### src/rtl/sem_pkg.sv
// ----------------------------------------------------------------------------
// sem_pkg
// Shared types, widths and constants of the Sobel edge magnitude core.
// ----------------------------------------------------------------------------
package sem_pkg;

    localparam int MAX_WIDTH   = 2048;
    localparam int COL_W       = $clog2(MAX_WIDTH);
    localparam int ROW_W       = 12;
    localparam int PIX_W       = 8;
    localparam int CFG_W       = 12;
    localparam int GRAD_W      = 11;
    localparam int SUM_W       = GRAD_W + 1;
    localparam int FIFO_DEPTH  = 4;
    localparam int FIFO_PTR_W  = $clog2(FIFO_DEPTH);
    localparam int FIFO_CNT_W  = $clog2(FIFO_DEPTH + 1);

    localparam logic [CFG_W-1:0] WIDTH_RESET  = CFG_W'(640);
    localparam logic [CFG_W-1:0] HEIGHT_RESET = CFG_W'(480);
    localparam logic [CFG_W-1:0] WIDTH_MIN    = CFG_W'(3);
    localparam logic [CFG_W-1:0] WIDTH_MAX    = CFG_W'(MAX_WIDTH);
    localparam logic [CFG_W-1:0] HEIGHT_MIN   = CFG_W'(3);
    localparam logic [PIX_W-1:0] MAG_MAX      = {PIX_W{1'b1}};

    typedef enum logic {
        REG_IMAGE_WIDTH  = 1'b0,
        REG_IMAGE_HEIGHT = 1'b1
    } t_reg_idx;

    // one column entering the window: two stored rows plus the live pixel
    typedef struct packed {
        logic [PIX_W-1:0] up;
        logic [PIX_W-1:0] mid;
        logic [PIX_W-1:0] px;
    } t_column;

    // one line store entry holds both older rows of a column
    typedef struct packed {
        logic [PIX_W-1:0] up;
        logic [PIX_W-1:0] mid;
    } t_line_pair;

    typedef struct packed {
        logic             emit;
        logic [ROW_W-1:0] row;
        logic [COL_W-1:0] col;
        logic             last;
    } t_meta;

    typedef struct packed {
        logic [PIX_W-1:0] mag;
        logic [ROW_W-1:0] row;
        logic [COL_W-1:0] col;
        logic             last;
    } t_result;

    function automatic logic [GRAD_W-1:0] abs_grad(input logic signed [GRAD_W-1:0] v);
        return v[GRAD_W-1] ? GRAD_W'(-v) : v;
    endfunction

endpackage

### src/rtl/sem_out_fifo.sv
// ----------------------------------------------------------------------------
// sem_out_fifo
// Small result queue at the output. Its head drives the output channel,
// and its fill level feeds the input-side stall.
// ----------------------------------------------------------------------------
module sem_out_fifo (
    input  logic                              i_clk,
    input  logic                              i_rst_n,
    input  logic                              i_push,
    input  sem_pkg::t_result                  i_entry,
    output logic                              o_valid,
    output sem_pkg::t_result                  o_entry,
    input  logic                              i_stall,
    output logic [sem_pkg::FIFO_CNT_W-1:0]    o_count
);

    sem_pkg::t_result                   r_mem [sem_pkg::FIFO_DEPTH];
    logic [sem_pkg::FIFO_PTR_W-1:0]     r_wr_ptr;
    logic [sem_pkg::FIFO_PTR_W-1:0]     r_rd_ptr;
    logic [sem_pkg::FIFO_CNT_W-1:0]     r_count;
    logic [sem_pkg::FIFO_CNT_W-1:0]     n_count;
    logic                               w_pop;

    assign o_valid = (r_count != '0);
    assign w_pop   = o_valid && !i_stall;

    always_comb begin
        n_count = r_count;
        if (i_push && !w_pop) begin
            n_count = r_count + 1'b1;
        end else if (!i_push && w_pop) begin
            n_count = r_count - 1'b1;
        end
    end

    always_ff @(posedge i_clk) begin
        if (!i_rst_n) begin
            r_wr_ptr <= '0;
            r_rd_ptr <= '0;
            r_count  <= '0;
        end else begin
            if (i_push) begin
                r_wr_ptr <= r_wr_ptr + 1'b1;
            end
            if (w_pop) begin
                r_rd_ptr <= r_rd_ptr + 1'b1;
            end
            r_count <= n_count;
        end
    end

    always_ff @(posedge i_clk) begin
        if (i_push) begin
            r_mem[r_wr_ptr] <= i_entry;
        end
    end

    assign o_entry = r_mem[r_rd_ptr];
    assign o_count = r_count;

    // never push into a full queue unless a beat leaves at the same edge
    a_no_overflow: assert property (@(posedge i_clk) disable iff (!i_rst_n)
        (r_count == sem_pkg::FIFO_CNT_W'(sem_pkg::FIFO_DEPTH)) && !w_pop |-> !i_push)
        else $error("result queue overflow");

    // pointers and count stay consistent
    a_ptr_count: assert property (@(posedge i_clk) disable iff (!i_rst_n)
        (r_count == sem_pkg::FIFO_CNT_W'(sem_pkg::FIFO_DEPTH))
        || (r_count[sem_pkg::FIFO_PTR_W-1:0] == (r_wr_ptr - r_rd_ptr)))
        else $error("result queue pointers disagree with count");

endmodule

### config.mk
export PLATFORM = sky130hd
export DESIGN_NAME = sem_out_fifo
export DESIGN_NICKNAME = d
export VERILOG_FILES = /design/src/rtl/sem_pkg.sv /design/src/rtl/sem_out_fifo.sv
export SDC_FILE = /design/constraint.sdc
export NUM_CORES = 1
export LEC_CHECK = 0
export ABC_AREA = 1
export BUFFER_PORTS_ARGS = -buffer_cell sky130_fd_sc_hd__buf_2
export CAP_MARGIN = 0
export CELL_PAD_IN_SITES_DETAIL_PLACEMENT = 0
export CELL_PAD_IN_SITES_GLOBAL_PLACEMENT = 1
export CORE_MARGIN = 1
export CORE_UTILIZATION = 42
export DETAILED_ROUTE_END_ITERATION = 8
export PLACE_DENSITY = 0.87
export SYNTH_ARGS = -nofsm -noshare
export SYNTH_HDL_FRONTEND = slang
export SYNTH_SLANG_ARGS = --single-unit
### constraint.sdc
create_clock -name i_clk -period 1.8 [get_ports i_clk]
set_clock_uncertainty 0.2 [all_clocks]
set_input_delay 0.36 -clock i_clk [delete_from_list [all_inputs] [get_ports i_clk]]
set_output_delay 0.36 -clock i_clk [all_outputs]
set_load 0.02 [all_outputs]
Yosys cells after proc, flatten, opt, wreduce, memory -nomap -nowiden. Memories as Yosys holds them, arrays and structs flattened. A register that Yosys moved wholly into a read port is not among the register bits. Index checks and enable logic that the tools add are counted. W data, S select, Z words.

Output and inout bits: 36. Memories: 1. Bits in writable memories: 128. Flip-flop bits (word level): 7. Input bits: 36.

Memory list: r_mem (depth 4, width 32, rd ports 1, clocked after Yosys merged registers in 1, wr ports 1, RTL line sem_out_fifo.sv:17) `sem_pkg::t_result r_mem [sem_pkg::FIFO_DEPTH];`.

Reductions and logical operators: 8. Multiplexer cells: 6. $add $sub $neg: 4.

Operators with widths (count): $mux W3 (2); $add A2 B1 Y2 const B (2); $mux W2 (2); $add A3 B1 Y3 const B (1); $logic_and A1 B1 Y1 (3); $logic_not A1 Y1 (3); $reduce_bool A3 Y1 (1); $sub A3 B1 Y3 const B (1); $mux W1 (2); $reduce_bool A2 Y1 (1).

Logic depth before layout (Yosys ltp). Gate-level depths: netlist (run 1).

Depth in word-level cells: 5. Mapped depth: 12.

Least setup slack after synthesis (run 1). No wires, ideal clock.

Path kind: flip-flop to flip-flop. Start point: reg r_count, in the netlist o_count[1]. End point: reg r_count, in the netlist o_count[1]. Buffers on the path: 0. Setup time: 0.116 ns. Data arrival time: 1.781 ns. Slack: -0.296 ns. Data required time: 1.484 ns. Period minus slack after synthesis: 2.096 ns. Cell stages (with the launch flop): 9. Cells stage by stage: dfxtp_1 nor2_1 nand2_1 nand2_1 ha_1 inv_1 fa_1 o21ai_0 nor2_1.

Word-level cells in the longest chain between the ends: 5. Elaborated cells on any way between the ends: 10. Those cells by class: add/sub (2); mux (2); reduce/logical (6).

Ends and longest elaborated chain: start: declaration (RTL line sem_out_fifo.sv:20) `logic [sem_pkg::FIFO_CNT_W-1:0] r_count;`; start signal: assignment (RTL line sem_out_fifo.sv:48) `r_count <= n_count;`; $reduce_bool A3 Y1 (RTL line sem_out_fifo.sv:24) `assign o_valid = (r_count != '0);`; via o_valid (RTL line sem_out_fifo.sv:11) `output logic o_valid,`; $logic_and A1 B1 Y1 (RTL line sem_out_fifo.sv:25) `assign w_pop = o_valid && !i_stall;`; $logic_not A1 Y1 (RTL line sem_out_fifo.sv:29) `if (i_push && !w_pop) begin`; $logic_and A1 B1 Y1 (RTL line sem_out_fifo.sv:29); $mux W3 (RTL line sem_out_fifo.sv:29); via n_count (one bit) (RTL line sem_out_fifo.sv:21) `logic [sem_pkg::FIFO_CNT_W-1:0] n_count;`.

The timed path passes the listed nets, and every way through them passes these cells. The select of a mux whose other input is x is not followed. A chain may end at the register's enable or synchronous reset.

==> results of run 1 <==
[how the worst max path moves through the flow]
stage	start	endpoint	cells after the start
after global placement	i_stall	o_count[1]	8
after CTS	register	o_entry[9]	5
after floorplan	o_count[2]	o_count[1]	8
after detailed placement	i_stall	o_count[1]	8
after global routing	register	o_entry[9]	5
final	register	o_entry[0]	5
[synthesized netlist by cell type (2+ instances only)]
cell type | instances | area share, %
o22ai_1 | 32 | 3.8
ha_1 | 5 | 1.2
nand3_1 | 2 | 0.19
edfxtp_1 | 128 | 73
buf_4 | 3 | 0.43
buf_2 | 6 | 0.57
nor2_1 | 70 | 5.0
a21oi_1 | 6 | 0.57
nand2_1 | 13 | 0.93
dfxtp_1 | 9 | 3.4
inv_1 | 15 | 1.1
buf_6 | 9 | 1.9
o21ai_1 | 28 | 2.7
o21ai_0 | 40 | 3.8
[stage by stage]
step | utilization, % | setup TNS, ps | total power (µW)
2_1_floorplan | - | -22.16 | 5082
3_3_place_gp | 49.68 | 0 | 5747
3_5_place_dp | 49.68 | -5.251 | 5796
4_1_cts | 57.42 | -8807 | 9076
5_1_grt | 60.08 | -10210 | 9787
6_report | 60.08 | -7951 | 9411
[cell families after synthesis]
logic type	count (synthesis)	share of synthesized area, %
AOI/OAI and AO/OA	106	10.90
DFF	137	76.88
and+or+nand+nor	86	6.264
buffers and inverters	36	4.375
adders and majority gates	6	1.578
[flip-flops by register name, summed over array words and instances (netlist names), named ones only]
| register | flops |
|---|---|
| o_count | 3 |
| r_mem | 128 |
| r_rd_ptr | 2 |
| r_wr_ptr | 2 |
[final cells by class]
type                            count  area share (%)
Timing Repair Buffer              137           16.97
Multi-Input combinational cell    198           15.83
Clock inverter                     14           1.502
Inverter                           17           1.122
Sequential cell                   137           55.75
Tap cell                          168           2.901
Clock buffer                       18           5.922
[critical path: stages (launching register included)]
cell and delay [ps]:
dfxtp_4 410, buf_12 150, clkbuf_16 170, o21ai_2 60, o22ai_1 180, buf_4 180
[report_power, final]
part / switching, µW / total, µW / internal [µW]
Combinational: 1420 / 2560 / 1140
Sequential: 83.1 / 3760 / 3680
Clock: 1220 / 3090 / 1870
Total: 2720 / 9410 / 6690
[layout by cell type, fill, tap and decap left out, drive strengths merged]
cell | Yosys | final
edfxtp | 128 | 128
buf | 18 | 102
nor2 | 70 | 70
o21ai | 68 | 68
dlygate4sd3 | 0 | 32
o22ai | 32 | 32
clkbuf | 1 | 21
inv | 17 | 15
nand2 | 13 | 13
dfxtp | 9 | 9
clkinv | 0 | 9
clkinvlp | 0 | 6
a21oi | 6 | 6
ha | 5 | 5
nand3 | 2 | 2
nand4 | 1 | 1
fa | 1 | 1
bufinv | 0 | 1
[metal layers]
metal  GRT usage [%]  part of all wire, %
met2           28.37                   49
met4           8.421                  1.4
met3           5.420                  6.5
met5               0                    0
met1           20.44                   43
[timing repair]
action                     4_1_cts  5_1_grt
setup endpoints to repair       33       35
gates cloned                     0        5
buffers inserted                 1        3
resized for setup               43       48
pin swaps                        1       21
hold endpoints to repair       128        0
hold buffers                    32        0
==> results by group, run 1 <==
Timing
  • Min Hold Slack: 54.97 ps
  • Final slew viol count: 0
  • Worst slew pin tran: about 310 ps
  • Period Utilization, post-route: 116.8%
  • Final-report hold violation count: 0
  • Maximum clock rate: ~480 MHz
  • Final Setup Violations: 32
  • Slew Limit Headroom: 79.53%
  • Min Tclk post-route: approximately 2100 ps
  • Final setup margin: -301.5 ps
  • Unrepaired setup endpoints after global routing: true

Layout
  • Share of layout cells above drive strength 1: between 30 and 40%
  • Diode count: 0
  • Non-Filler Instances: approximately 690
  • Final instance area: 7247 µm²
  • Syn-to-layout area delta: 38.47%
  • Footprint of the multi-input gates: 1147 µm²
  • Filler instances: ~920
  • # nets final: 550
  • Seq. cell area: 4040 µm²

Run
  • Max-cap violations: 0

Yosys
  • Post-synthesis sequential area ratio: between 70% and 80%
  • Netlist Area Pre-Place: between 5000 and 6000 µm²
  • Cells after synthesis: between 300 and 400
  • Post-synthesis register bit count: 137
  • Yosys warns: 0
  • Syn Area/Cell: approximately 14 µm²
  • Top_reg_cell synth: edfxtp_1
  • Post-synthesis async set-or-reset flop share: 0%
  • Yosys cell types: 19
  • Post-synth EDFFs: ~130
  • Post-Syn Nets: 413

Floorplanning
  • Core area: between 10000 and 15000 µm²
  • Initial Util: between 40% and 50%
  • Die Area: ~13000 µm²
  • Die Wd: approximately 110 µm
  • Row count: 40
  • Chip height: between 100 and 150 µm
  • Top Ports: a little over 70

Critical path
  • Data arrival, critical path: about 1500 ps
  • Critical register-to-register path startpoint: o_count[0]
  • Startpoint types: register
  • R2r endpoint: o_count[2]
  • CP required: 1240 ps
  • Setup slack, reg-to-reg: around 30 ps
  • R2r worst-path depth: 12
  • Crit path kind: register to output port
  • Crit path max fanout: 9
  • Worst Setup End Kind: output port

Clocking
  • CTS Root Cell: clkbuf_16
  • CTS H-tree lvls: 4
  • Clk pin slew, worst setup/hold paths: roughly 60 ps
  • Clock latency on the worst-skew pair: 410 ps
  • Clock buffer depth: 2
  • Clk sinks: roughly 140
  • Total CTS buffers: 17
  • CTS tree: built

Global route
  • Largest net degree at the start of global routing: 37
  • Vias in the first global route: 3290
  • Remaining Overflow, GRT: 0
  • First-pass GRT wire length: 16.13 mm
  • Initial antenna violation count: 0
  • GRT Total Usage: 17.18%

Route
  • Routed WL: between 10 and 15 mm
  • # DRC: 0
  • Post-DR vias/cell: around 5.0
  • Initial drt markers: around 210
  • Total iterations of the first detailed-routing run: 6
  • ANT nets after route: 0
  • Routed wire length per instance: 16.10 µm
  • Vias: 3456

Placement
  • Number of port buffers: slightly above 70
  • Placed instance area: 5992 µm²
  • Placer Congestion: approximately 0.68
  • Post-place setup slack: -5.251 ps
  • Dpl cells: around 620
  • Final HPWL DP: 6.256 mm

Hold path
  • Worst min-delay path class: input pin to register
  • Hold path startpoint: i_rst_n
  • Hold path depth: 3
  • Worst Hold Path EP: o_count[2]

Power and ir drop
  • Pwr dens: about 1300 nW/µm²
  • VDD IR max: ~0.00076 V
  • LEAKAGE: 0.002651 µW

Status
  • Failing checks: setup timing
  • Result of the run: finished, violations left
Note: power is estimated with default switching activity, not from simulation.
==> inputs of run 2 (changes only) <==
Settings changed: CORE_UTILIZATION 42 to 28, PLACE_DENSITY 0.87 to 0.66.
==> results by group, run 2 (same netlist as run 1, synthesis figures left out) <==
Route
  • Routed WL: 12.52 mm (+13%)
  • Initial drt markers: 198 (-7.0%)
  • Vias: 3473 (+0.49%)
  • DR WL met2: 6.438 mm (+18%)
  • ANT nets after route: 0 (unchanged)
  • Met3 wire length: 522 µm (-27%)
  • # DRC: 5 (+5)
  • Routed wire length per instance: 16.65 µm (+3.4%)
  • Top layer in use: met4
  • Routed met1 length: 5.314 mm (+12%)
  • Total iterations of the first detailed-routing run: 8 (+2)
  • Post-DR vias/cell: 4.618 (-7.9%)

Global route
  • GRT Total Usage: 13.38% (-3.8 points)
  • Vias in the first global route: 3563 (+8.3%)
  • Remaining Overflow, GRT: 0 (unchanged)
  • First-pass GRT wire length: 19.09 mm (+18%)
  • Initial antenna violation count: 0 (unchanged)
  • Largest net degree at the start of global routing: 33 (-11%)

Floorplanning
  • Core area: 18150 µm² (+50%)
  • Row count: 49 (+23%)
  • Die Area: 19240 µm² (+49%)
  • Initial Util: 28.84% (-15 points)
  • Chip height: 138.7 µm (+22%)
  • Die Wd: 138.7 µm (+22%)
  • Top Ports: 72 (unchanged)

Critical path
  • Slowest library cell on the worst path: dfxtp_4
  • Worst Setup End Kind: output port
  • Slowest stage delay, CP: 460 ps (+50 ps)
  • CP Buf/Inv Count: 3 (unchanged)
  • R2r worst-path depth: 11 (-1)
  • Startpoint types: register
  • Critical register-to-register path startpoint: o_count[0]
  • Crit path kind: register to output port
  • Critical path, cell by cell: buf_12 > clkbuf_16 > o21ai_2 > o22ai_1 > buf_4
  • Setup slack, reg-to-reg: 20 ps (about the same)
  • CP required: 1240 ps (about the same)
  • Data arrival, critical path: 1580 ps (+40 ps)
  • R2r endpoint: o_count[2]
  • Crit path max fanout: 6 (-3)
  • Cell family with most CP delay: buffers and inverters

Hold path
  • Worst Hold Path EP: o_count[2]
  • Hold path startpoint: i_rst_n
  • Worst min-delay path class: input pin to register
  • Hold path depth: 3 (unchanged)

Clocking
  • CTS Root Cell: clkbuf_16
  • Total CTS buffers: 17 (unchanged)
  • Clk pin slew, worst setup/hold paths: 60 ps (about the same)
  • Clk sinks: 137 (unchanged)
  • CTS H-tree lvls: 4 (unchanged)
  • CTS tree: built
  • Clock buffer depth: 2 (unchanged)
  • Clock latency on the worst-skew pair: 410 ps (about the same)

Layout
  • Filler instances: 1671 (+82%)
  • Most common cell after layout, fill and taps aside: edfxtp_1
  • Max reg flops: 128 (unchanged)
  • Share of layout cells above drive strength 1: 41.11% (+7.5 points)
  • Seq. cell area: 4040 µm² (unchanged)
  • Syn-to-layout area delta: 45.85%
  • # nets final: 552 (+0.36%)
  • Most frequent cells in the layout: 128 x edfxtp_1, 48 x nor2_1, 39 x buf_2
  • Most flops, register: r_mem
  • Footprint of the multi-input gates: 1314 µm² (+15%)
  • Diode count: 0 (unchanged)

Placement
  • Number of port buffers: 71 (unchanged)
  • Placer Congestion: 0.7059 (+3.9%)
  • Final HPWL DP: 6.956 mm (+11%)
  • Post-place setup slack: -23.55 ps (-18.30 ps)

Status
  • Result of the run: finished, violations left
  • Failing checks: DRC, setup timing

Timing
  • Final setup margin: -342.6 ps (-41.02 ps)
  • Final-report hold violation count: 0 (unchanged)
  • Period Utilization, post-route: 119.0% (+2.3 points)
  • Final Setup Violations: 32 (unchanged)
  • Maximum clock rate: 466.7 MHz (-1.9%)
  • Unrepaired setup endpoints after global routing: true
  • Worst slew pin tran: 262.7 ps (-44.34 ps)
  • Slew Limit Headroom: 82.30% (+2.8 points)
  • Min Tclk post-route: 2143 ps (+41.02 ps)
  • Final slew viol count: 0 (unchanged)
  • Setup TNS: -8832 ps (-881.2 ps)

Power and ir drop
  • VDD IR max: 0.0006763 V (-11%)
  • LEAKAGE: 0.002766 µW (+4.3%)
  • Pwr dens: 1285 nW/µm² (-1.0%)

Run
  • Max-cap violations: 0 (unchanged)
## run 2: worst max-delay path by stage
stage / slack, ps / cells after the start / to
after floorplan: -20 / 8 / o_count[1]
after global placement: 7 / 5 / o_entry[24]
after detailed placement: -20 / 4 / o_entry[24]
after CTS: -350 / 5 / o_entry[30]
after global routing: -410 / 5 / o_entry[16]
final: -340 / 5 / o_entry[16]
## run 2: worst min-delay path: cells and delay by family
kind | cells | cell delay, ps
buffers and inverters | 1 | 140
AND/OR/NAND/NOR | 2 | 110
## run 2: metal layers
metal / up-vias / global-route usage [%]
met3: 21 / 4.178
met2: 73 / 23.06
met5: - / 0
li1: 1661 / -
met4: 0 / 5.088
met1: 1718 / 15.61
## run 2: through the flow
step           area [µm²]  power (µW)  hold WS, ps  utilization [%]  std cells
2_1_floorplan        5283        5082        249.0                -        371
3_3_place_gp         6091        5816        281.6            33.56        675
3_5_place_dp         6091        5859        272.9            33.56        675
4_1_cts              7316        9533        26.78            40.31        747
5_1_grt              7634       10250        52.37            42.06        752
6_report             7634        9813        38.94            42.06        752
## run 2: repair_timing
action	4_1_cts	5_1_grt
cloned	4	2
endpoints found under the setup margin	33	35
endpoints found under the hold margin	128	0
resized for setup	79	74
buffers inserted	4	3
pin swaps	25	20
hold buffers	32	0
## run 2: layout make-up
type	count	share of cell area [%]
Timing Repair Buffer	139	18.11
Multi-Input combinational cell	198	17.21
Tap cell	229	3.753
Clock buffer	21	5.770
Sequential cell	137	52.93
Inverter	17	1.164
Clock inverter	11	1.065
## run 2: power by group
part / switching [µW] / leakage [µW] / internal, µW
sequential: 99.4 / 0.00125 / 3680
clock: 1210 / 0.000263 / 1870
combinational: 1570 / 0.00125 / 1390
total: 2880 / 0.00277 / 6940
