**src/rtl/sem_pkg.sv**
```systemverilog
// ----------------------------------------------------------------------------
// sem_pkg
// Shared types, widths and constants of the Sobel edge magnitude core.
// ----------------------------------------------------------------------------
package sem_pkg;

    localparam int MAX_WIDTH   = 2048;
    localparam int COL_W       = $clog2(MAX_WIDTH);
    localparam int ROW_W       = 12;
    localparam int PIX_W       = 8;
    localparam int CFG_W       = 12;
    localparam int GRAD_W      = 11;
    localparam int SUM_W       = GRAD_W + 1;
    localparam int FIFO_DEPTH  = 4;
    localparam int FIFO_PTR_W  = $clog2(FIFO_DEPTH);
    localparam int FIFO_CNT_W  = $clog2(FIFO_DEPTH + 1);

    localparam logic [CFG_W-1:0] WIDTH_RESET  = CFG_W'(640);
    localparam logic [CFG_W-1:0] HEIGHT_RESET = CFG_W'(480);
    localparam logic [CFG_W-1:0] WIDTH_MIN    = CFG_W'(3);
    localparam logic [CFG_W-1:0] WIDTH_MAX    = CFG_W'(MAX_WIDTH);
    localparam logic [CFG_W-1:0] HEIGHT_MIN   = CFG_W'(3);
    localparam logic [PIX_W-1:0] MAG_MAX      = {PIX_W{1'b1}};

    typedef enum logic {
        REG_IMAGE_WIDTH  = 1'b0,
        REG_IMAGE_HEIGHT = 1'b1
    } t_reg_idx;

    // one column entering the window: two stored rows plus the live pixel
    typedef struct packed {
        logic [PIX_W-1:0] up;
        logic [PIX_W-1:0] mid;
        logic [PIX_W-1:0] px;
    } t_column;

    // one line store entry holds both older rows of a column
    typedef struct packed {
        logic [PIX_W-1:0] up;
        logic [PIX_W-1:0] mid;
    } t_line_pair;

    typedef struct packed {
        logic             emit;
        logic [ROW_W-1:0] row;
        logic [COL_W-1:0] col;
        logic             last;
    } t_meta;

    typedef struct packed {
        logic [PIX_W-1:0] mag;
        logic [ROW_W-1:0] row;
        logic [COL_W-1:0] col;
        logic             last;
    } t_result;

    function automatic logic [GRAD_W-1:0] abs_grad(input logic signed [GRAD_W-1:0] v);
        return v[GRAD_W-1] ? GRAD_W'(-v) : v;
    endfunction

endpackage

```
**src/rtl/sem_window.sv**
```systemverilog
// ----------------------------------------------------------------------------
// sem_window
// 3x3 pixel window and Sobel kernels. Each beat shifts a new column in and
// registers the two gradients of the resulting window.
// ----------------------------------------------------------------------------
module sem_window (
    input  logic                                 i_clk,
    input  logic                                 i_rst_n,
    input  logic                                 i_valid,
    input  sem_pkg::t_column                     i_col,
    output logic signed [sem_pkg::GRAD_W-1:0]    o_gx,
    output logic signed [sem_pkg::GRAD_W-1:0]    o_gy
);

    logic [sem_pkg::PIX_W-1:0]          r_win [9];
    logic [sem_pkg::PIX_W-1:0]          n_win [9];
    logic signed [sem_pkg::GRAD_W-1:0]  r_gx;
    logic signed [sem_pkg::GRAD_W-1:0]  r_gy;
    logic signed [sem_pkg::GRAD_W-1:0]  n_gx;
    logic signed [sem_pkg::GRAD_W-1:0]  n_gy;
    logic signed [sem_pkg::GRAD_W-1:0]  p [9];

    always_comb begin
        for (int k = 0; k < 3; k++) begin
            n_win[k*3 + 0] = r_win[k*3 + 1];
            n_win[k*3 + 1] = r_win[k*3 + 2];
        end
        n_win[2] = i_col.up;
        n_win[5] = i_col.mid;
        n_win[8] = i_col.px;
    end

    always_comb begin
        for (int k = 0; k < 9; k++) begin
            p[k] = $signed({{(sem_pkg::GRAD_W - sem_pkg::PIX_W){1'b0}}, n_win[k]});
        end
        n_gx = (p[6] + (p[7] <<< 1) + p[8]) - (p[0] + (p[1] <<< 1) + p[2]);
        n_gy = (p[2] + (p[5] <<< 1) + p[8]) - (p[0] + (p[3] <<< 1) + p[6]);
    end

    always_ff @(posedge i_clk) begin
        if (!i_rst_n) begin
            for (int k = 0; k < 9; k++) begin
                r_win[k] <= '0;
            end
        end else if (i_valid) begin
            r_win <= n_win;
        end
    end

    always_ff @(posedge i_clk) begin
        if (i_valid) begin
            r_gx <= n_gx;
            r_gy <= n_gy;
        end
    end

    assign o_gx = r_gx;
    assign o_gy = r_gy;

endmodule

```
**config.mk**
```make
export PLATFORM = sky130hd
export DESIGN_NAME = sem_window
export DESIGN_NICKNAME = d
export VERILOG_FILES = /design/src/rtl/sem_pkg.sv /design/src/rtl/sem_window.sv
export SDC_FILE = /design/constraint.sdc
export NUM_CORES = 1
export LEC_CHECK = 0
export CORE_MARGIN = 3
export CORE_UTILIZATION = 45
export DETAILED_ROUTE_END_ITERATION = 10
export DONT_BUFFER_PORTS = 1
export SETUP_SLACK_MARGIN = 0.3
export SLEW_MARGIN = 25
export SYNTH_ARGS = -nofsm -noshare
export SYNTH_HDL_FRONTEND = slang
export SYNTH_SLANG_ARGS = --single-unit
export TNS_END_PERCENT = 1
```
**constraint.sdc**
```tcl
create_clock -name i_clk -period 3.85 [get_ports i_clk]
set_input_delay 0.5775 -clock i_clk [delete_from_list [all_inputs] [get_ports i_clk]]
set_output_delay 0.5775 -clock i_clk [all_outputs]
set_load 0.02 [all_outputs]
```
---- Yosys cells after proc, flatten, opt, wreduce, memory -nomap -nowiden ----
Index checks and enable logic that the tools add are counted.
cells by class
  add/sub/neg operators ................... 10
operators by type and width
  kind            count
  $add 10x8->11   4
  $add 8x9->10    4
  $sub 11x11->11  2
storage, ports and cells
  bits in registers ....................... 70
  bits of input ports ..................... 27
  output and inout bits ................... 22
  word-level logic and storage cells ...... 18

---- Depth between registers and ports, before layout ----
Gate-level depths: netlist of run 1.
  depth after elaboration ................. 3
  depth in mapped cells ................... 15
  mapped depth without buffers ............ 15

---- Worst setup path after synthesis of run 1 ----
Ideal clock, no wire load.
  path type ............................... input to register
  start point ............................. in i_col[19] (netlist name)
  end point ............................... reg r_gx, in the netlist o_gx[9] (data pin)
  setup time .............................. 263 ps
  arrival time ............................ 3285 ps
  required time ........................... 3587 ps
  setup slack ............................. 303 ps
  stages .................................. 12
  buffers on the path ..................... 0
  path through ............................ inv_1 > fa_1 > fa_1 > inv_1 > fa_1 > inv_1 > ha_1 > nor2b_4 > o2111ai_2 > nand3_2 > o41ai_2 > xnor2_1
between the ends
  cells in the longest elaborated chain, start to end .. 2
ends and longest elaborated chain
  what                  RTL line          source
  start, declared       sem_window.sv:10  input sem_pkg::t_column i_col,
  $add 10x8->11         sem_window.sv:37  n_gx = (p[6] + (p[7] <<< 1) + p[8]) - (p[0] + (p[1] <<< 1) + p[2]);
  $sub 11x11->11        sem_window.sv:37
  net n_gx, one bit     sem_window.sv:19  logic signed [sem_pkg::GRAD_W-1:0] n_gx;
  end signal, assigned  sem_window.sv:53  r_gx <= n_gx;
  end, declared         sem_window.sv:17  logic signed [sem_pkg::GRAD_W-1:0] r_gx;
The timed path passes the listed nets, and every way through them passes these cells.
A chain may end at the register's enable or synchronous reset.

---- Worst setup path in the final report of run 1 ----
  start point ............................. reg r_win, in the netlist n_win[18]
  end point ............................... reg r_gy, in the netlist o_gy[6] (data pin)
between the ends
  cells in the longest elaborated chain, start to end .. 2
ends and longest elaborated chain
  what                    RTL line          source
  start, declared         sem_window.sv:15  logic [sem_pkg::PIX_W-1:0] r_win [9];
  start signal, assigned  sem_window.sv:47  r_win <= n_win;
  $add 10x8->11           sem_window.sv:38  n_gy = (p[2] + (p[5] <<< 1) + p[8]) - (p[0] + (p[3] <<< 1) + p[6]);
  $sub 11x11->11          sem_window.sv:38
  net n_gy, one bit       sem_window.sv:20  logic signed [sem_pkg::GRAD_W-1:0] n_gy;
  end signal, assigned    sem_window.sv:54  r_gy <= n_gy;
  end, declared           sem_window.sv:18  logic signed [sem_pkg::GRAD_W-1:0] r_gy;
The timed path passes the listed nets, and every way through them passes these cells.

==> impl_metrics.toml, run 1 <==
[run_status]
outcome = "complete, no violations"

[drt]
wire_per_inst_um = 13.52
route.detailed.drc = 0
drt_pre_antenna_iters = 4
ant_nets = 0
viasPerCell = 4.607
drt_iter0_drc = 98
vias = 2746
drt_wl_total_mm = 8.055

[die]
die_w_um = 110.4
io_pins = 49
dieArea_um2 = 12200
num_rows = 37
dieHeight_um = 110.4
core_area_um2 = 10460
start_util_pct = 46.91

[flow_run]
cap_violations = 0

[timing]
rsz0062_at_grt = "true"
tightest_slew_ns = 0.2620
setup_tns_ns = 0
setup_viol = 0
post-route-period-util_pct = 89.76
setup_slack_ns = 0.3944
period_minus_slack_ns = 3.456
relSlewSlack_pct = 82.48
skew_ns = 0.007269
drv_slew = 0
max_freq_mhz = 289.4
whs_ns = 0.3475
final_hold_viol_count = 0

[clocking]
root_buffer = "clkbuf_8"
cts_sinks = 70
tritoncts = "built"
cts_made_buffers = 9
ctsHtreeMaxLevel = 3
cts_buffer_depth = 2
cts_hold_buf = 0
clkLatencyLatePin_ns = 0.34
clk_pin_slew_worst_paths_ns = 0.07

[critical_path]
start_kind = "register"
critPathMaxFanout = 3
cp-end-kind = "register"
required_ns = 3.94
crit_type = "register to register"
worstPathArrival_ns = 3.55

[synth]
synthFlopType = "dfxtp_1"
synth.most_common_cell = "inv_1"
synth_top_area_share_pct = 25.29
synthTopCellsByArea = "fa_1, dfxtp_1, edfxtp_1"
yosysSeqAreaShare_pct = 33.04
synth-async-reset-ratio_pct = 0
synth_area_um2 = 4908
synth_seq_cells = 70
synthCells = 454
ys_warn_count = 0
synth_area_per_cell_um2 = 10.81
yosys-top-cells-count = "inv_1, fa_1, nor2b_1"
synth_edf_count = 22
syn_nets = 567
synth_top_area_cell = "fa_1"
synth_cell_types = 31

[finish]
synthToLayoutAreaGrowth_pct = 7.035
post-route-util_pct = 50.22
fillers = 1009
antennaDiodeCount = 0
fin_nets = 568
drive_above_1_share_pct = 6.739
finalInstanceArea_um2 = 5254
fin_cells = 596

[hold_path]
hold_class = "input pin to register"

[global_routing]
antenna_found_initial = 0
grt_max_degree = 71
grt_pass1_wl_mm = 14.44
gr-total-overflow = 0
grt_pass1_vias = 3033
grtUsageTotal_pct = 14.54

[power]
vdd_drop_max_v = 0.0002478
powerDensity_nw_per_um2 = 555.5
power_leakage_nw = 2.357
power_mw = 2.918

[placed_design]
dp_slack_ns = 0.06946
io_buffer_count = 0
dp.final_hpwl_mm = 6.239
dp.cells = 579
place_congestion = 0.7792
post_dp_cell_area_um2 = 5024
-- cells by family (layout without fill, tap and decap cells) --
kind of cell | Yosys count | after routing | synth area share (%)
mux | 48 | 48 | 9.788
simple gates | 74 | 74 | 8.718
xor+xnor | 14 | 14 | 2.498
buf+inv | 138 | 144 | 10.83
fa+ha+maj | 86 | 86 | 31.40
flops | 70 | 70 | 33.04
compound gates | 24 | 24 | 3.722
-- power breakdown --
part / switching, mW / leakage (nW) / internal, mW / total [mW]
clock network: 0.268 / 0.0805 / 0.229 / 0.497
registers: 0.191 / 0.609 / 0.981 / 1.17
logic: 0.661 / 1.67 / 0.588 / 1.25
-- per-layer routing --
metal	track usage, %	vias to the layer above	wire, um
li1	-	1372	-
met1	17.35	1327	3470
met3	3.836	10	312
met2	25.61	37	4172
met5	0	-	0
met4	4.433	0	98
-- registers in the layout (all words and copies together) (netlist names) --
name / count
o_gx: 11
n_win: 48
o_gy: 11
-- timing repair --
action	in CTS	in global routing
pin swaps	3	4
setup buffers	1	0
endpoints found under the hold margin	0	0
resized for setup	0	12
setup endpoints to repair	4	9
-- critical path: stages (launching register included) --
cell and delay [ns]:
dfxtp_2 0.35, inv_1 0.06, fa_1 0.50, fa_1 0.54, inv_1 0.05, fa_1 0.54
inv_1 0.06, ha_1 0.29, a21o_1 0.18, a21oi_4 0.17, nor2_1 0.07, a211o_1 0.25
xor2_1 0.15
-- final cells by class --
cell class | count | area [um^2] | area share [%]
Clock buffer | 11 | 131.4 | 2.501
Timing Repair Buffer | 1 | 7.507 | 0.1429
Tap cell | 136 | 170.2 | 3.239
Sequential cell | 70 | 1624 | 30.91
Multi-Input combinational cell | 246 | 2818 | 53.63
Clock inverter | 5 | 26.28 | 0.5001
Inverter | 127 | 476.7 | 9.074
-- layout by cell type, fill, tap and decap left out, types with 4 or more instances in the layout --
cell type,netlist,layout
nand2_1,6,6
a21o_1,5,5
nor2_1,9,9
dfxtp_1,48,46
mux2i_1,48,48
nor2b_1,49,49
a21oi_1,5,4
xor2_1,6,6
clkbuf_8,0,9
edfxtp_1,22,22
ha_1,24,21
xnor2_1,8,8
fa_1,62,61
inv_1,127,127
nand3_1,5,5
-- path summary, 6_finish.rpt --
path | startpoint | to | slack [ns] | cells past startpoint
worst min-delay path | i_valid | o_gy[2] | 0.35 | 0
worst min register to register | n_win[68] | n_win[68] | 0.52 | 2
worst max-delay path | n_win[18] | o_gy[6] | 0.39 | 12
worst max register to register | n_win[18] | o_gy[6] | 0.39 | 12
Power figures use the tool's default switching activity.
==> run 2, diff against run 1 <==
--- a/config.mk
+++ b/config.mk
@@ -9,6 +9,7 @@
 export CORE_UTILIZATION = 45
 export DETAILED_ROUTE_END_ITERATION = 10
 export DONT_BUFFER_PORTS = 1
+export PLACE_DENSITY = 0.62
 export SETUP_SLACK_MARGIN = 0.3
 export SLEW_MARGIN = 25
 export SYNTH_ARGS = -nofsm -noshare
==> constraint.sdc (replaced) <==
create_clock -name i_clk -period 3.85 [get_ports i_clk]
set_input_delay 0.1925 -clock i_clk [delete_from_list [all_inputs] [get_ports i_clk]]
set_output_delay 0.1925 -clock i_clk [all_outputs]
set_load 0.02 [all_outputs]
==> run 2 against run 1 <==
Compared with the run above: critical path depth fell by 1; die area did not move; core utilization is 1.2 points higher; routed wire length grew 1.1%; via count up 2.4%; final cell count up 1.8%; total power rose by 2.1%; maximum frequency increased by 0.35%; largest cell class unchanged; largest power group unchanged.
==> impl_metrics.toml, run 2 (same netlist as run 1, synthesis figures left out) <==
[run_status]
outcome = "complete, no violations"

[finish]
drive_above_1_share_pct = 8.068
synthToLayoutAreaGrowth_pct = 9.686
antennaDiodeCount = 0
layout_common_cells = "inv_1, fa_1, nor2b_1"
final_common_cell = "inv_1"
largest_reg_flops = 48
fin_nets = 579

[critical_path]
required_ns = 3.94
slowest_delay_ns = 0.60
cp-end-kind = "register"
start_kind = "register"
cpMostUsedCell = "fa_1"
worstPathArrival_ns = 3.53
crit_slowest_cell = "fa_1"
crit_type = "register to register"
crit_chain = "inv_1, fa_1, fa_1, inv_1, fa_1, fa_2, nor2b_4, o2111ai_2, nand3_2, o41ai_2, xnor2_1"
critPathMaxFanout = 3

[clocking]
clkLatencyLatePin_ns = 0.35
root_buffer = "clkbuf_8"
tritoncts = "built"
cts_buffer_depth = 2
ctsHtreeMaxLevel = 3
cts_sinks = 70
cts_made_buffers = 9
clk_pin_slew_worst_paths_ns = 0.07

[power]
power_leakage_nw = 2.430
vdd_drop_max_v = 0.0002470
powerDensity_nw_per_um2 = 553.6

[drt]
viasPerCell = 4.633
wire_per_inst_um = 13.42
drt_wl_total_mm = 8.147
drt_pre_antenna_iters = 4
drt_iter0_drc = 105
ant_nets = 0
vias = 2812
route.detailed.drc = 0

[die]
start_util_pct = 46.91
die_w_um = 110.4
dieHeight_um = 110.4
num_rows = 37
io_pins = 49
core_area_um2 = 10460
dieArea_um2 = 12200

[global_routing]
antenna_found_initial = 0
grt_pass1_wl_mm = 14.75
grt_max_degree = 50
grtUsageTotal_pct = 15.17
gr-total-overflow = 0
grt_pass1_vias = 3119

[timing]
setup_viol = 0
relSlewSlack_pct = 64.68
drv_slew = 0
tightest_slew_ns = 0.5297
rsz0062_at_grt = "true"
final_hold_viol_count = 0
setup_tns_ns = 0
period_minus_slack_ns = 3.444
post-route-period-util_pct = 89.44
max_freq_mhz = 290.4
skew_ns = 0.007644
setup_slack_ns = 0.4065

[flow_run]
cap_violations = 0

[placed_design]
io_buffer_count = 0
dp.final_hpwl_mm = 6.288
dp_slack_ns = 0.3334
place_congestion = 0.7612

[hold_path]
hold_class = "input pin to register"
==> run 2: worst paths after layout <==
check	slack, ns	start	depth (start not counted)	endpoint
setup / recovery	0.41	n_win[57]	11	o_gx[9]
hold reg to reg	0.52	n_win[70]	2	n_win[70]
setup reg to reg	0.41	n_win[57]	11	o_gx[9]
hold / removal	0.02	i_col[16]	2	n_win[56]
==> run 2: layer usage <==
| layer | global-route usage [%] | vias to the layer above | part of all wire, % |
|---|---|---|---|
| met2 | 26.05 | 45 | 51 |
| met4 | 5.501 | 0 | 2.0 |
| met1 | 17.92 | 1359 | 42 |
| met3 | 4.603 | 14 | 5.1 |
| li1 | - | 1394 | - |
| met5 | 0 | - | 0 |
==> run 2: metrics by stage <==
stage / util [%] / hold slack, ns / instance area [um^2] / total power [mW] / cells
6_report: 51.46 / 0.01858 / 5384 / 2.980 / 607
5_1_grt: 51.46 / 0.01166 / 5384 / 3.245 / 607
4_1_cts: 50.98 / 0.0009160 / 5334 / 2.974 / 605
3_5_place_dp: 48.01 / 0.3124 / 5024 / 2.340 / 579
3_3_place_gp: 48.01 / 0.3128 / 5024 / 2.320 / 579
2_1_floorplan: - / 0.3050 / 4908 / 2.127 / 454
==> run 2: critical path: cells and delay by family, from the launching register on <==
family	cells	cell delay, ns
adder cells (fa/ha/maj)	4	1.89
AND/OR/NAND/NOR	2	0.17
flip-flops	1	0.36
XOR/XNOR	1	0.12
AO/OA/AOI/OAI	2	0.51
buffers and inverters	2	0.12
==> run 2: power by group <==
group / switching (mW) / internal [mW] / leakage [nW]
Sequential: 0.195 / 0.981 / 0.610
Combinational: 0.633 / 0.570 / 1.71
Clock: 0.270 / 0.331 / 0.106
==> run 2: what timing repair did <==
action,in CTS,in global routing
setup buffers,0,1
hold buffers,10,1
resized for setup,0,12
hold endpoints to repair,70,1
endpoints found under the setup margin,0,9
==> run 2: cell type report <==
type,count,area (um^2)
Inverter,127,476.7
Fill cell,983,5079
Clock inverter,4,45.04
Clock buffer,12,155.1
Multi-Input combinational cell,246,2789
Timing Repair Buffer,12,122.6
Tap cell,136,170.2
Sequential cell,70,1625
==> run 3, diff against run 2 <==
--- a/config.mk
+++ b/config.mk
@@ -6,10 +6,11 @@
 export NUM_CORES = 1
 export LEC_CHECK = 0
 export CORE_MARGIN = 3
-export CORE_UTILIZATION = 45
+export CORE_UTILIZATION = 25
 export DETAILED_ROUTE_END_ITERATION = 10
 export DONT_BUFFER_PORTS = 1
-export PLACE_DENSITY = 0.62
+export PLACE_DENSITY = 0.4
+export REMOVE_ABC_BUFFERS = 1
 export SETUP_SLACK_MARGIN = 0.3
 export SLEW_MARGIN = 25
 export SYNTH_ARGS = -nofsm -noshare
==> run 3 against run 2 <==
Compared with the run above: die area grew 75%; final cell count grew 19%; clock power grew 58%; global-route usage shrank 5.3 points.
==> impl_metrics.toml, run 3 (same netlist as run 1, synthesis figures left out) <==
[die]
io_pins = 49
die_w_um = 146.1
start_util_pct = 25.81
dieHeight_um = 146.1
num_rows = 50
dieArea_um2 = 21350
core_area_um2 = 19020

[critical_path]
start_kind = "register"
worstPathArrival_ns = 3.51
critPathMaxFanout = 3
cp-end-kind = "register"
crit_type = "register to register"
required_ns = 3.94

[clocking]
tritoncts = "built"
cts_sinks = 70
clkLatencyLatePin_ns = 0.34
root_buffer = "clkbuf_16"
clk_pin_slew_worst_paths_ns = 0.06
cts_made_buffers = 9
cts_buffer_depth = 2
ctsHtreeMaxLevel = 3

[finish]
fin_nets = 573
synthToLayoutAreaGrowth_pct = 15.12
fin_cells = 725
drive_above_1_share_pct = 9.462
layout_common_cells = "inv_1, fa_1, nor2b_1"
final_common_cell = "inv_1"
finalInstanceArea_um2 = 5650
antennaDiodeCount = 0
largest_reg_flops = 48
post-route-util_pct = 29.71

[placed_design]
dp.cells = 703
dp_slack_ns = 0.2965
io_buffer_count = 0
post_dp_cell_area_um2 = 5179
dp.final_hpwl_mm = 7.215
place_congestion = 0.7372

[flow_run]
cap_violations = 0

[global_routing]
gr-total-overflow = 0
grt_max_degree = 50
grt_pass1_vias = 3088
grtUsageTotal_pct = 9.894
grt_pass1_wl_mm = 16.28
antenna_found_initial = 1

[timing]
setup_viol = 0
setup_tns_ns = 0
skew_ns = 0.008315
drv_slew = 0
whs_ns = 0.01796
relSlewSlack_pct = 81.83
post-route-period-util_pct = 88.73
period_minus_slack_ns = 3.416
setup_slack_ns = 0.4339
tightest_slew_ns = 0.2697
rsz0062_at_grt = "true"
final_hold_viol_count = 0
max_freq_mhz = 292.7

[drt]
route.detailed.drc = 0
drt_wl_total_mm = 9.598
drt_pre_antenna_iters = 4
viasPerCell = 3.847
wire_per_inst_um = 13.24
ant_nets = 0
vias = 2789
drt_iter0_drc = 64

[power]
power_mw = 3.400
powerDensity_nw_per_um2 = 601.8
vdd_drop_max_v = 0.0002301
power_leakage_nw = 2.467

[run_status]
outcome = "complete, no violations"

[hold_path]
hold_class = "input pin to register"
## run 3: timing repair
action | in CTS | in global routing
endpoints found under the hold margin | 65 | 1
gates cloned | 0 | 0
pin swaps | 1 | 13
hold buffers | 3 | 1
endpoints found under the setup margin | 2 | 9
setup buffers | 1 | 1
resized for setup | 0 | 18
## run 3: cell type report
type / instances / area, um^2
Tap cell: 260 / 325.3
Fill cell: 2019 / 13370
Inverter: 127 / 476.7
Clock buffer: 9 / 225.2
Multi-Input combinational cell: 246 / 2808
Timing Repair Buffer: 6 / 75.07
Sequential cell: 70 / 1628
Clock inverter: 7 / 112.6
## run 3: final timing paths
path / to / cells after the start / slack (ns) / startpoint
worst max register to register: o_gy[8] / 12 / 0.43 / n_win[18]
worst min register to register: n_win[39] / 2 / 0.52 / n_win[39]
worst max-delay path: o_gy[8] / 12 / 0.43 / n_win[18]
worst min-delay path: n_win[17] / 1 / 0.02 / i_rst_n
## run 3: critical path, cell delays in order, from the launching register on
cell	delay, ns
dfxtp_2	0.34
inv_1	0.06
fa_1	0.50
fa_1	0.54
inv_1	0.05
fa_1	0.53
inv_1	0.06
ha_1	0.28
a21o_1	0.18
a21oi_4	0.17
o21ai_1	0.11
a21o_1	0.21
xor2_1	0.14
## run 3: power breakdown
part,total [mW],internal (mW),switching [mW]
registers,1.18,0.983,0.198
logic,1.27,0.597,0.671
clock network,0.951,0.629,0.322
## run 3: per-layer routing
layer  up-vias  global-route usage [%]  routed length (um)
met5         -                       0                   0
met3        12                   4.097                 647
met2        41                   16.44                4641
li1       1383                       -                   -
met1      1353                   11.51                4151
met4         0                   3.528                 157
